[src/sv/atoc_pkg.sv]
// Package with shared types, constants and helpers of the ASCII calculator.
`timescale 1ns / 1ps
`default_nettype none
package atoc_pkg;

    localparam int LINE_BYTES_DEF = 32;
    localparam int VALUE_BITS_DEF = 32;
    localparam int CHAR_BITS      = 8;
    localparam int OUT_BITS       = 32;
    localparam int STATUS_BITS    = 2;

    localparam logic [STATUS_BITS-1:0] ST_OK     = 2'd0;
    localparam logic [STATUS_BITS-1:0] ST_INVALID = 2'd1;
    localparam logic [STATUS_BITS-1:0] ST_DIV0   = 2'd2;

    localparam logic [CHAR_BITS-1:0] CH_PLUS  = 8'h2B;
    localparam logic [CHAR_BITS-1:0] CH_MINUS = 8'h2D;
    localparam logic [CHAR_BITS-1:0] CH_STAR  = 8'h2A;
    localparam logic [CHAR_BITS-1:0] CH_SLASH = 8'h2F;
    localparam logic [CHAR_BITS-1:0] CH_PCT   = 8'h25;
    localparam logic [CHAR_BITS-1:0] CH_LF    = 8'h0A;
    localparam logic [CHAR_BITS-1:0] CH_CR    = 8'h0D;
    localparam logic [CHAR_BITS-1:0] CH_NUL   = 8'h00;
    localparam logic [CHAR_BITS-1:0] CH_ZERO  = 8'h30;
    localparam logic [CHAR_BITS-1:0] CH_NINE  = 8'h39;

    // Payload of one received transaction.
    typedef struct packed {
        logic [CHAR_BITS-1:0] rx_char;
    } rx_item_t;

    // Payload of one result transaction.
    typedef struct packed {
        logic [STATUS_BITS-1:0] status;
        logic [OUT_BITS-1:0]    value;
    } res_item_t;

    // Parse phases of the character scanner.
    typedef enum logic [3:0] {
        PH_PRE1  = 4'd0,
        PH_SIGN1 = 4'd1,
        PH_DIG1  = 4'd2,
        PH_MID   = 4'd3,
        PH_PRE2  = 4'd4,
        PH_SIGN2 = 4'd5,
        PH_DIG2  = 4'd6,
        PH_TRAIL = 4'd7,
        PH_ERR   = 4'd8,
        PH_DONE  = 4'd9
    } phase_t;

    // Commands from the controller to the datapath.
    typedef struct packed {
        logic feed;      // parse the held character
        logic clear;     // start a new line
        logic acc1;      // accumulate a digit into the first operand
        logic acc2;      // accumulate a digit into the second operand
        logic eval;      // start the evaluation of the line
        logic div_step;  // one restoring divide step
        logic finish;    // load the result register
    } dp_cmd_t;

    // Status from the datapath to the controller.
    typedef struct packed {
        logic need_div;  // line is valid, the operator divides and the divisor is nonzero
        logic div_last;  // final divide step is running
    } dp_stat_t;

    function automatic logic is_blank(input logic [CHAR_BITS-1:0] c);
        return (c == 8'h20) || (c == 8'h09) || (c == 8'h0B) || (c == 8'h0C);
    endfunction

    function automatic logic is_digit(input logic [CHAR_BITS-1:0] c);
        return (c >= CH_ZERO) && (c <= CH_NINE);
    endfunction

endpackage
`default_nettype wire

[src/sv/atoc_stream_if.sv]
// Valid/ready stream interface used for both channels.
`timescale 1ns / 1ps
`default_nettype none
interface atoc_stream_if #(
    parameter type payload_t = logic
);
    logic     valid;
    logic     ready;
    payload_t data;

    modport source (output valid, output data, input ready);
    modport sink (input valid, input data, output ready);
endinterface
`default_nettype wire

[src/sv/atoc_datapath.sv]
// Datapath: operand accumulation, parse phase, arithmetic and divider.
`timescale 1ns / 1ps
`default_nettype none
module atoc_datapath #(
    parameter int VALUE_BITS = atoc_pkg::VALUE_BITS_DEF
) (
    input  wire                                   clk,
    input  wire                                   rst_n,
    input  wire logic [atoc_pkg::CHAR_BITS-1:0]   char_in,
    input  wire atoc_pkg::dp_cmd_t                cmd,
    output atoc_pkg::dp_stat_t                    stat,
    output logic [atoc_pkg::STATUS_BITS-1:0]      status,
    output logic [atoc_pkg::OUT_BITS-1:0]         value
);
    import atoc_pkg::*;

    localparam int MAG_BITS  = VALUE_BITS + 1;
    localparam int WIDE_BITS = MAG_BITS + 4;
    localparam int CNT_BITS  = $clog2(VALUE_BITS);
    localparam logic [MAG_BITS-1:0] CAP = MAG_BITS'(1) << (VALUE_BITS - 1);
    localparam logic [CNT_BITS-1:0] LAST_STEP = CNT_BITS'(VALUE_BITS - 1);

    phase_t                  phase_reg, phase_next;
    logic [MAG_BITS-1:0]     v1_reg, v2_reg;
    logic                    n1_reg, n2_reg;
    logic [CHAR_BITS-1:0]    op_reg;
    logic [VALUE_BITS-1:0]   quo_reg, rem_reg;
    logic [VALUE_BITS-1:0]   dvs_reg;
    logic [CNT_BITS-1:0]     cnt_reg;
    logic [STATUS_BITS-1:0]  status_reg;
    logic [OUT_BITS-1:0]     value_reg;

    logic [MAG_BITS-1:0]     acc_src, acc_val;
    logic [WIDE_BITS-1:0]    acc_wide;
    logic [VALUE_BITS-1:0]   m1, m2, a_op, b_op;
    logic                    line_ok, is_div_op;
    logic [VALUE_BITS-1:0]   arith_res, div_res;
    logic [VALUE_BITS:0]     rem_shift, rem_sub;
    logic [STATUS_BITS-1:0]  fin_status;
    logic [VALUE_BITS-1:0]   fin_value;

    // Decimal accumulation with saturation at the top-bit magnitude.
    // The product times ten is built from two shifts and checked against the cap.
    assign acc_src = cmd.acc2 ? v2_reg : v1_reg;
    always_comb
    begin
        logic [WIDE_BITS-1:0] d;
        d        = WIDE_BITS'(char_in - CH_ZERO);
        acc_wide = (WIDE_BITS'(acc_src) << 3) + (WIDE_BITS'(acc_src) << 1) + d;
        if (acc_wide > WIDE_BITS'(CAP))
            acc_val = CAP;
        else
            acc_val = acc_wide[MAG_BITS-1:0];
    end

    // Next parse phase for the held character.
    always_comb
    begin
        phase_next = phase_reg;
        if (char_in == CH_NUL)
        begin
            phase_next = (phase_reg == PH_DIG2 || phase_reg == PH_TRAIL ||
                          phase_reg == PH_DONE) ? PH_DONE : PH_ERR;
        end
        else
        begin
            case (phase_reg)
                PH_PRE1, PH_PRE2:
                begin
                    if (is_blank(char_in))
                        phase_next = phase_reg;
                    else if (char_in == CH_PLUS || char_in == CH_MINUS)
                        phase_next = (phase_reg == PH_PRE2) ? PH_SIGN2 : PH_SIGN1;
                    else if (is_digit(char_in))
                        phase_next = (phase_reg == PH_PRE2) ? PH_DIG2 : PH_DIG1;
                    else
                        phase_next = PH_ERR;
                end
                PH_SIGN1: phase_next = is_digit(char_in) ? PH_DIG1 : PH_ERR;
                PH_SIGN2: phase_next = is_digit(char_in) ? PH_DIG2 : PH_ERR;
                PH_DIG1:
                begin
                    if (is_digit(char_in))
                        phase_next = PH_DIG1;
                    else if (is_blank(char_in))
                        phase_next = PH_MID;
                    else
                        phase_next = PH_PRE2;
                end
                PH_MID: phase_next = is_blank(char_in) ? PH_MID : PH_PRE2;
                PH_DIG2:
                begin
                    if (is_digit(char_in))
                        phase_next = PH_DIG2;
                    else
                        phase_next = is_blank(char_in) ? PH_TRAIL : PH_ERR;
                end
                PH_TRAIL: phase_next = is_blank(char_in) ? PH_TRAIL : PH_ERR;
                PH_DONE:  phase_next = PH_DONE;
                default:  phase_next = PH_ERR;
            endcase
        end
    end

    // Clamped magnitudes and two's complement operands.
    assign m1 = (v1_reg > (n1_reg ? CAP : CAP - 1'b1)) ?
                VALUE_BITS'(n1_reg ? CAP : CAP - 1'b1) : VALUE_BITS'(v1_reg);
    assign m2 = (v2_reg > (n2_reg ? CAP : CAP - 1'b1)) ?
                VALUE_BITS'(n2_reg ? CAP : CAP - 1'b1) : VALUE_BITS'(v2_reg);
    assign a_op = n1_reg ? VALUE_BITS'(0) - m1 : m1;
    assign b_op = n2_reg ? VALUE_BITS'(0) - m2 : m2;

    assign line_ok   = (phase_reg == PH_DIG2) || (phase_reg == PH_TRAIL) ||
                       (phase_reg == PH_DONE);
    assign is_div_op = (op_reg == CH_SLASH) || (op_reg == CH_PCT);
    assign stat.need_div = line_ok && is_div_op && (m2 != '0);
    assign stat.div_last = (cnt_reg == LAST_STEP);

    // One restoring divide step on magnitudes.
    assign rem_shift = {rem_reg, quo_reg[VALUE_BITS-1]};
    assign rem_sub   = rem_shift - {1'b0, dvs_reg};

    // Final value selection.
    always_comb
    begin
        case (op_reg)
            CH_PLUS:  arith_res = a_op + b_op;
            CH_MINUS: arith_res = a_op - b_op;
            CH_STAR:  arith_res = VALUE_BITS'(a_op * b_op);
            default:  arith_res = '0;
        endcase
        if (op_reg == CH_SLASH)
            div_res = (n1_reg != n2_reg) ? VALUE_BITS'(0) - quo_reg : quo_reg;
        else
            div_res = n1_reg ? VALUE_BITS'(0) - rem_reg : rem_reg;
        fin_status = ST_INVALID;
        fin_value  = '0;
        if (line_ok)
        begin
            if (op_reg == CH_PLUS || op_reg == CH_MINUS || op_reg == CH_STAR)
            begin
                fin_status = ST_OK;
                fin_value  = arith_res;
            end
            else if (is_div_op)
            begin
                if (m2 == '0)
                    fin_status = ST_DIV0;
                else
                begin
                    fin_status = ST_OK;
                    fin_value  = div_res;
                end
            end
        end
    end

    // Parse state registers.
    always_ff @(posedge clk or negedge rst_n)
    begin
        if (!rst_n)
        begin
            phase_reg <= PH_PRE1;
            v1_reg    <= '0;
            v2_reg    <= '0;
            n1_reg    <= 1'b0;
            n2_reg    <= 1'b0;
            op_reg    <= '0;
        end
        else if (cmd.clear)
        begin
            phase_reg <= PH_PRE1;
            v1_reg    <= '0;
            v2_reg    <= '0;
            n1_reg    <= 1'b0;
            n2_reg    <= 1'b0;
            op_reg    <= '0;
        end
        else if (cmd.feed)
        begin
            phase_reg <= phase_next;
            if (cmd.acc1)
                v1_reg <= acc_val;
            if (cmd.acc2)
                v2_reg <= acc_val;
            if (char_in != CH_NUL)
            begin
                if (phase_reg == PH_PRE1 && (char_in == CH_PLUS || char_in == CH_MINUS))
                    n1_reg <= (char_in == CH_MINUS);
                if (phase_reg == PH_PRE2 && (char_in == CH_PLUS || char_in == CH_MINUS))
                    n2_reg <= (char_in == CH_MINUS);
                if ((phase_reg == PH_DIG1 && !is_digit(char_in) && !is_blank(char_in)) ||
                    (phase_reg == PH_MID && !is_blank(char_in)))
                    op_reg <= char_in;
            end
        end
    end

    // Divider registers.
    always_ff @(posedge clk or negedge rst_n)
    begin
        if (!rst_n)
            cnt_reg <= '0;
        else if (cmd.eval)
            cnt_reg <= '0;
        else if (cmd.div_step)
            cnt_reg <= cnt_reg + 1'b1;
    end

    always_ff @(posedge clk)
    begin
        if (cmd.eval)
        begin
            quo_reg <= m1;
            rem_reg <= '0;
            dvs_reg <= m2;
        end
        else if (cmd.div_step)
        begin
            if (!rem_sub[VALUE_BITS])
            begin
                rem_reg <= rem_sub[VALUE_BITS-1:0];
                quo_reg <= {quo_reg[VALUE_BITS-2:0], 1'b1};
            end
            else
            begin
                rem_reg <= rem_shift[VALUE_BITS-1:0];
                quo_reg <= {quo_reg[VALUE_BITS-2:0], 1'b0};
            end
        end
    end

    // Result register.
    always_ff @(posedge clk)
    begin
        if (cmd.finish)
        begin
            status_reg <= fin_status;
            value_reg  <= OUT_BITS'($signed(fin_value));
        end
    end

    assign status = status_reg;
    assign value  = value_reg;

endmodule
`default_nettype wire

[src/sv/atoc_control.sv]
// Controller: input handshake, line counting and evaluation sequencing.
`timescale 1ns / 1ps
`default_nettype none
module atoc_control #(
    parameter int LINE_BYTES = atoc_pkg::LINE_BYTES_DEF
) (
    input  wire                                 clk,
    input  wire                                 rst_n,
    input  wire                                 in_valid,
    output logic                                in_ready,
    input  wire logic [atoc_pkg::CHAR_BITS-1:0] in_char,
    output logic [atoc_pkg::CHAR_BITS-1:0]      char_out,
    output logic                                out_valid,
    input  wire                                 out_ready,
    input  wire atoc_pkg::dp_stat_t             stat,
    output atoc_pkg::dp_cmd_t                   cmd
);
    import atoc_pkg::*;

    localparam int LC_BITS = $clog2(LINE_BYTES);
    localparam logic [LC_BITS-1:0] LC_MAX = LC_BITS'(LINE_BYTES - 1);

    typedef enum logic [2:0] {
        S_IDLE,
        S_FEED,
        S_EVAL,
        S_DIV,
        S_FIN
    } state_t;

    state_t               state_reg;
    logic [LC_BITS-1:0]   lc_reg;
    logic [CHAR_BITS-1:0] char_reg;
    logic                 out_valid_reg;
    logic                 in_fire, is_eol;
    logic                 dp_acc1, dp_acc2;
    phase_t               ph_reg;

    assign in_ready = (state_reg == S_IDLE) && !out_valid_reg;
    assign in_fire  = in_valid && in_ready;
    assign is_eol   = (in_char == CH_LF) || (in_char == CH_CR);

    // Commands decoded from state and the held character.
    always_comb
    begin
        cmd          = '0;
        cmd.feed     = (state_reg == S_FEED);
        cmd.acc1     = cmd.feed && is_digit(char_reg) && dp_acc1;
        cmd.acc2     = cmd.feed && is_digit(char_reg) && dp_acc2;
        cmd.eval     = (state_reg == S_EVAL);
        cmd.div_step = (state_reg == S_DIV);
        cmd.finish   = (state_reg == S_FIN);
        cmd.clear    = (state_reg == S_FIN);
    end

    // Digits go to the operand that the shadow phase points at.
    always_comb
    begin
        dp_acc1 = (ph_reg == PH_PRE1) || (ph_reg == PH_SIGN1) || (ph_reg == PH_DIG1);
        dp_acc2 = (ph_reg == PH_PRE2) || (ph_reg == PH_SIGN2) || (ph_reg == PH_DIG2);
        if (char_reg == CH_NUL)
        begin
            dp_acc1 = 1'b0;
            dp_acc2 = 1'b0;
        end
    end

    // Shadow of the parse phase, kept coarse for digit routing.
    always_ff @(posedge clk or negedge rst_n)
    begin
        if (!rst_n)
            ph_reg <= PH_PRE1;
        else if (cmd.clear)
            ph_reg <= PH_PRE1;
        else if (cmd.feed)
        begin
            if (char_reg == CH_NUL)
                ph_reg <= PH_ERR;
            else
            begin
                case (ph_reg)
                    PH_PRE1:
                        if (char_reg == CH_PLUS || char_reg == CH_MINUS)
                            ph_reg <= PH_SIGN1;
                        else if (is_digit(char_reg))
                            ph_reg <= PH_DIG1;
                        else if (!is_blank(char_reg))
                            ph_reg <= PH_ERR;
                    PH_SIGN1: ph_reg <= is_digit(char_reg) ? PH_DIG1 : PH_ERR;
                    PH_DIG1:
                        if (!is_digit(char_reg))
                            ph_reg <= is_blank(char_reg) ? PH_MID : PH_PRE2;
                    PH_MID:
                        if (!is_blank(char_reg))
                            ph_reg <= PH_PRE2;
                    PH_PRE2:
                        if (char_reg == CH_PLUS || char_reg == CH_MINUS)
                            ph_reg <= PH_SIGN2;
                        else if (is_digit(char_reg))
                            ph_reg <= PH_DIG2;
                        else if (!is_blank(char_reg))
                            ph_reg <= PH_ERR;
                    PH_SIGN2: ph_reg <= is_digit(char_reg) ? PH_DIG2 : PH_ERR;
                    PH_DIG2:
                        if (!is_digit(char_reg))
                            ph_reg <= PH_ERR;
                    default: ph_reg <= PH_ERR;
                endcase
            end
        end
    end

    // Sequencer with registered output valid.
    always_ff @(posedge clk or negedge rst_n)
    begin
        if (!rst_n)
        begin
            state_reg     <= S_IDLE;
            lc_reg        <= '0;
            out_valid_reg <= 1'b0;
        end
        else
        begin
            if (out_valid_reg && out_ready)
                out_valid_reg <= 1'b0;
            case (state_reg)
                S_IDLE:
                    if (in_fire)
                    begin
                        if (is_eol)
                        begin
                            if (lc_reg != '0)
                                state_reg <= S_EVAL;
                        end
                        else if (lc_reg < LC_MAX)
                        begin
                            lc_reg    <= lc_reg + 1'b1;
                            state_reg <= S_FEED;
                        end
                    end
                S_FEED: state_reg <= S_IDLE;
                S_EVAL: state_reg <= stat.need_div ? S_DIV : S_FIN;
                S_DIV:
                    if (stat.div_last)
                        state_reg <= S_FIN;
                S_FIN:
                begin
                    lc_reg        <= '0;
                    out_valid_reg <= 1'b1;
                    state_reg     <= S_IDLE;
                end
                default: state_reg <= S_IDLE;
            endcase
        end
    end

    always_ff @(posedge clk)
    begin
        if (in_fire)
            char_reg <= in_char;
    end

    assign char_out  = char_reg;
    assign out_valid = out_valid_reg;

endmodule
`default_nettype wire

[src/sv/ascii_two_operand_calculator.sv]
// Top level of the ASCII two-operand calculator.
//
//  channel  | direction | payload
//  ---------+-----------+-------------------------------------
//  rx       | in        | rx_char [7:0]
//  res      | out       | status [1:0], value [31:0] signed
//
// A kept byte is accepted in S_IDLE and parsed in S_FEED. A dropped byte past
// the line limit or an empty line end is consumed in S_IDLE alone. A nonempty
// line end passes through S_EVAL to S_FIN, which raises the registered result
// valid; for / and % on a valid line with a nonzero divisor, S_DIV runs between
// them, a restoring divider that gives one quotient bit per cycle. No byte is
// accepted while the result waits. Reset is asynchronous, active low.
`timescale 1ns / 1ps
`default_nettype none
module ascii_two_operand_calculator #(
    parameter int LINE_BYTES = atoc_pkg::LINE_BYTES_DEF,
    parameter int VALUE_BITS = atoc_pkg::VALUE_BITS_DEF
) (
    input wire           clk,
    input wire           rst_n,
    atoc_stream_if.sink  rx,
    atoc_stream_if.source res
);
    import atoc_pkg::*;

    dp_cmd_t              cmd;
    dp_stat_t             stat;
    logic [CHAR_BITS-1:0] char_held;
    logic [STATUS_BITS-1:0] st;
    logic [OUT_BITS-1:0]  val;

    atoc_control #(.LINE_BYTES(LINE_BYTES)) u_ctrl (
        .clk       (clk),
        .rst_n     (rst_n),
        .in_valid  (rx.valid),
        .in_ready  (rx.ready),
        .in_char   (rx.data.rx_char),
        .char_out  (char_held),
        .out_valid (res.valid),
        .out_ready (res.ready),
        .stat      (stat),
        .cmd       (cmd)
    );

    atoc_datapath #(.VALUE_BITS(VALUE_BITS)) u_dp (
        .clk     (clk),
        .rst_n   (rst_n),
        .char_in (char_held),
        .cmd     (cmd),
        .stat    (stat),
        .status  (st),
        .value   (val)
    );

    assign res.data.status = st;
    assign res.data.value  = val;

endmodule
`default_nettype wire

[src/flat_wrapper.sv]
// flat-port wrapper written by rule: the top's interface ports become plain ports
module ascii_two_operand_calculator_flat import atoc_pkg::*;
#(
    parameter int LINE_BYTES = atoc_pkg::LINE_BYTES_DEF,
    parameter int VALUE_BITS = atoc_pkg::VALUE_BITS_DEF
)
  (clk, rst_n, rx_valid, rx_data, rx_ready, res_valid, res_data, res_ready);
  atoc_stream_if #(.payload_t(atoc_pkg::rx_item_t)) rx_i ();
  atoc_stream_if #(.payload_t(atoc_pkg::res_item_t)) res_i ();
  input wire clk;
  input wire rst_n;
  input wire logic [$bits(rx_i.valid)-1:0] rx_valid;
  input wire logic [$bits(rx_i.data)-1:0] rx_data;
  output wire logic [$bits(rx_i.ready)-1:0] rx_ready;
  output wire logic [$bits(res_i.valid)-1:0] res_valid;
  output wire logic [$bits(res_i.data)-1:0] res_data;
  input wire logic [$bits(res_i.ready)-1:0] res_ready;
  assign rx_i.valid = rx_valid;
  assign rx_i.data = rx_data;
  assign rx_ready = rx_i.ready;
  assign res_valid = res_i.valid;
  assign res_data = res_i.data;
  assign res_i.ready = res_ready;
  ascii_two_operand_calculator #(.LINE_BYTES(LINE_BYTES), .VALUE_BITS(VALUE_BITS)) u_core (.clk(clk), .rst_n(rst_n), .rx(rx_i), .res(res_i));
endmodule
[config.mk]
export PLATFORM = sky130hd
export DESIGN_NAME = ascii_two_operand_calculator_flat
export DESIGN_NICKNAME = d
export VERILOG_FILES = /design/src/sv/atoc_pkg.sv /design/src/sv/atoc_stream_if.sv /design/src/sv/atoc_datapath.sv /design/src/sv/atoc_control.sv /design/src/sv/ascii_two_operand_calculator.sv /design/src/flat_wrapper.sv
export SDC_FILE = /design/constraint.sdc
export NUM_CORES = 2
export LEC_CHECK = 0
export BUFFER_PORTS_ARGS = -buffer_cell sky130_fd_sc_hd__clkbuf_2
export CAP_MARGIN = 0
export CORE_MARGIN = 8
export CORE_UTILIZATION = 47
export CTS_CLUSTER_DIAMETER = 80
export CTS_CLUSTER_SIZE = 12
export DETAILED_ROUTE_END_ITERATION = 7
export GPL_TIMING_DRIVEN = 0
export PLACE_DENSITY = 0.65
export RECOVER_POWER = 50
export SLEW_MARGIN = 40
export SYNTH_ARGS = -nofsm -noshare
export SYNTH_HDL_FRONTEND = slang
export SYNTH_HIERARCHICAL = 1
export SYNTH_SLANG_ARGS = --single-unit
[constraint.sdc]
create_clock -name clk -period 14.7 [get_ports clk]
set_input_delay 0 -clock clk [delete_from_list [all_inputs] [get_ports clk]]
set_output_delay 0 -clock clk [all_outputs]
set_load 0.005 [all_outputs]
==> summary.txt <==
Outcome
  – Status: finished with violations
  – Violated checks: max-capacitance violations, max-slew violations

Clock network
  – Clock-pin slew of the registers on the worst-case setup and hold paths: 0.06 ns
  – CTS buffer count: 24
  – Root Driver: clkbuf_16
  – CTS tree: done
  – Worst-skew pair later-pin latency: 0.55 ns
  – H-tree depth: 1
  – Clock Path Buffers: 3
  – Clock sink total: 236

Setup path
  – Critical Path Max Stage Delay: 0.56 ns
  – Worst path most repeated cell: xnor2_1
  – Arrival @ worst endpoint: 14.58 ns
  – Worst setup SP type: register
  – Reg2reg end: u_core/u_dp/value[31]$_SDFFCE_PP0P_
  – CP Launch Point: u_core/u_dp/n2_reg$_DFFE_PN0P_
  – CP top delay family: adder cells
  – R2R depth: 53
  – Max Fanout on Critical Path: 11
  – CP Capture Type: register
  – Worst path slowest cell: fa_1
  – Flop2flop setup slack: 0.40 ns
  – Buffers and inverters on the worst path: 15
  – CP Class: reg -> reg
  – Worst flop-to-flop path startpoint: u_core/u_dp/n2_reg$_DFFE_PN0P_
  – Worst path required time: 14.97 ns

Drt
  – Via count: 35,100
  – # DRC: 0
  – Post-route ant nets: 0
  – DR vias/cell: 6.03
  – Initial DRC count: 4,363
  – First-pass DRT Iterations: 7
  – Post-Route WL: 140,000 um
  – DR WL/cell: 24.1 um

STA
  – Rel. slew slack: -1.28
  – Setup violators final: 0
  – Setup ws final: 0.395 ns
  – Fin crit period: 14.30 ns
  – Final worst path period share: 0.973
  – Max-slew violation count: 140
  – Achievable frequency: 69.9 MHz
  – Final hold violation count: 0
  – Layout Skew: 0.0246 ns
  – Slew @ Worst Pin: 3.42 ns

Floorplan
  – Die height: 301 um
  – Die width: 301 um
  – Row count: 104
  – Total core area: 80,500 um^2
  – Die footprint: 90,700 um^2
  – I/O pin total: 48
  – Starting Density: 0.474

Synth
  – YS warnings: 6
  – Top-count cell post-synth: nor2_1
  – Mapped Cells: 4,637
  – Dominant cells by area after synthesis: fa_1, ha_1, edfxtp_1
  – Synth Area in Compound Gates: 0.158
  – Largest family of logic cells by synthesized area: adder cells
  – Avg Synthesized Cell Area: 8.24 um^2
  – Cell Area, Synth: 38,200 um^2
  – XOR/XNOR Fraction of Synth Area: 0.0608
  – Predominant post-synthesis flop cell: edfxtp_1
  – Post-synthesis sequential area ratio: 0.164
  – Synth unique cells: 110
  – Top cell type's share of synthesized area: 0.232
  – Post-synth EDFFs: 106
  – Top post-synthesis cells by count: nor2_1, inv_1, nand2_1
  – Post-synthesis mux area share: 0.0162
  – FF+latch count, synth: 236
  – Post-synthesis simple-gate area fraction: 0.190
  – Post-Syn Nets: 5,391
  – Synth Area in Adders: 0.330
  – Post-synth ARST share: 0.415
  – Dominant cell type by area after synthesis: fa_1

Worst hold path
  – WHS Path Cells: 4
  – HP Class: in -> reg
  – HP Start: rx_valid
  – Hold Path End: u_core/u_ctrl/state_reg[0]$_DFFE_PN0P_

Pwr
  – P_leak: 19.1 nW
  – Worst VDD drop: 0.0000713 V
  – PwrDens: 36.6 nW/um^2

Final layout
  – FILL cells: 7,762
  – Sequential standard cell area: 6280 um^2
  – Proportion of layout cells with a drive suffix above 1: 0.0547
  – Layout area overhead: 7.77%
  – Fin area: 41,200 um^2
  – Nets: 5,497
  – Multi-input gate area: 29,100 um^2

Global routing
  – First-pass GRT wire length: 210,000 um
  – GRT Residual Overflow: 0
  – Largest net degree at the start of global routing: 61
  – All-Layer GR Usage: 0.302
  – Vias in the first global route: 33,600
  – Antenna violations before repair: 3

Placed design
  – Routability cong.: 1.06
  – DP Area: 40,100 um^2
  – Detailed Place HPWL: 112,000 um
  – Pre-CTS setup slack: -2.82 ns
  – Port Buffers: 47

Run
  – Maxcap violations: 3
==> worst max path at each step <==
stage	end	cells past startpoint
floorplan	u_core/u_dp/value[31]$_SDFFCE_PP0P_	56
global placement	u_core/u_dp/value[31]$_SDFFCE_PP0P_	50
detailed placement	u_core/u_dp/value[31]$_SDFFCE_PP0P_	54
CTS	u_core/u_dp/value[31]$_SDFFCE_PP0P_	53
global route	u_core/u_dp/value[30]$_SDFFCE_PP0P_	51
finish	u_core/u_dp/value[31]$_SDFFCE_PP0P_	53
==> metal layers <==
layer,wire length (um),up-vias,track usage
met5,13,-,0
met4,8320,2,0.135
met3,16000,400,0.0752
met2,58200,1951,0.445
met1,57500,17000,0.417
li1,-,15700,-
==> report_power, final <==
part	internal (mW)	leakage (nW)	total [mW]	switching, mW
Sequential	0.696	2.58	0.713	0.0170
Clock	0.309	0.333	0.580	0.270
Combinational	0.0749	16.2	0.213	0.138
==> repair_timing <==
item | 4_1_cts | 5_1_grt
pin swaps | 2 | 8
hold endpoints to repair | 109 | 0
setup buffers | 4 | 15
hold buffers | 11 | 0
resized for setup | 47 | 48
gates cloned | 0 | 0
endpoints found under the setup margin | 22 | 8
==> cells by family after synthesis <==
kind of cell / after synthesis
XOR/XNOR: 259
adder cells (fa/ha/maj): 742
flip-flops: 236
buffers and inverters: 814
multiplexers: 59
AO/OA/AOI/OAI: 937
AND/OR/NAND/NOR: 1590
==> tightest hold or removal path, stage by stage <==
cell and delay [ns]:
clkbuf_2 0.08, or3b_1 0.26, or3_1 0.15, o31ai_1 0.07
==> cell usage in the layout (no fill, tap or decap), types with 39 or more instances in the layout <==
master    Yosys  layout
inv_1       560     557
o21ai_0     237     234
and2_1       43      41
xor2_1       98      97
clkbuf_2      2      40
nand3_1      60      56
edfxtp_1    106     106
dfrtp_1      98      96
fa_1        442     442
ha_1        300     298
nor3_1       83      81
clkbuf_1    204     215
xnor2_1     157     156
nand2b_1     54      54
a21o_1       60      60
a21oi_1     286     281
or3_1        39      39
a211oi_1     51      47
nor2_1      591     588
nand2_1     511     511
==> metrics by stage <==
step | power (mW) | hold WS (ns) | TNS [ns] | util | cells
after global placement | 0.928 | 0.183 | -51.28 | 0.494 | 5744
after CTS | 1.51 | 0.00343 | 0 | 0.510 | 5802
final | 1.51 | 0.0632 | 0 | 0.511 | 5819
after detailed placement | 0.931 | -0.0447 | -27.92 | 0.498 | 5751
after floorplan | 0.861 | -0.296 | 0 | - | 4637
after global routing | 1.55 | 0.0968 | -0.0156 | 0.511 | 5817
==> area by class of cell <==
class                   instances  area share
clock buffers                  37      0.0160
well taps                    1060      0.0322
flip-flops and latches        236       0.153
repair buffers                 86      0.0135
diodes                          2    0.000122
multi-input cells            3587       0.708
plain buffers                 239      0.0252
clock inverters                 3    0.000820
inverters                     569      0.0520
No activity file was read; power rests on OpenSTA's default activity.
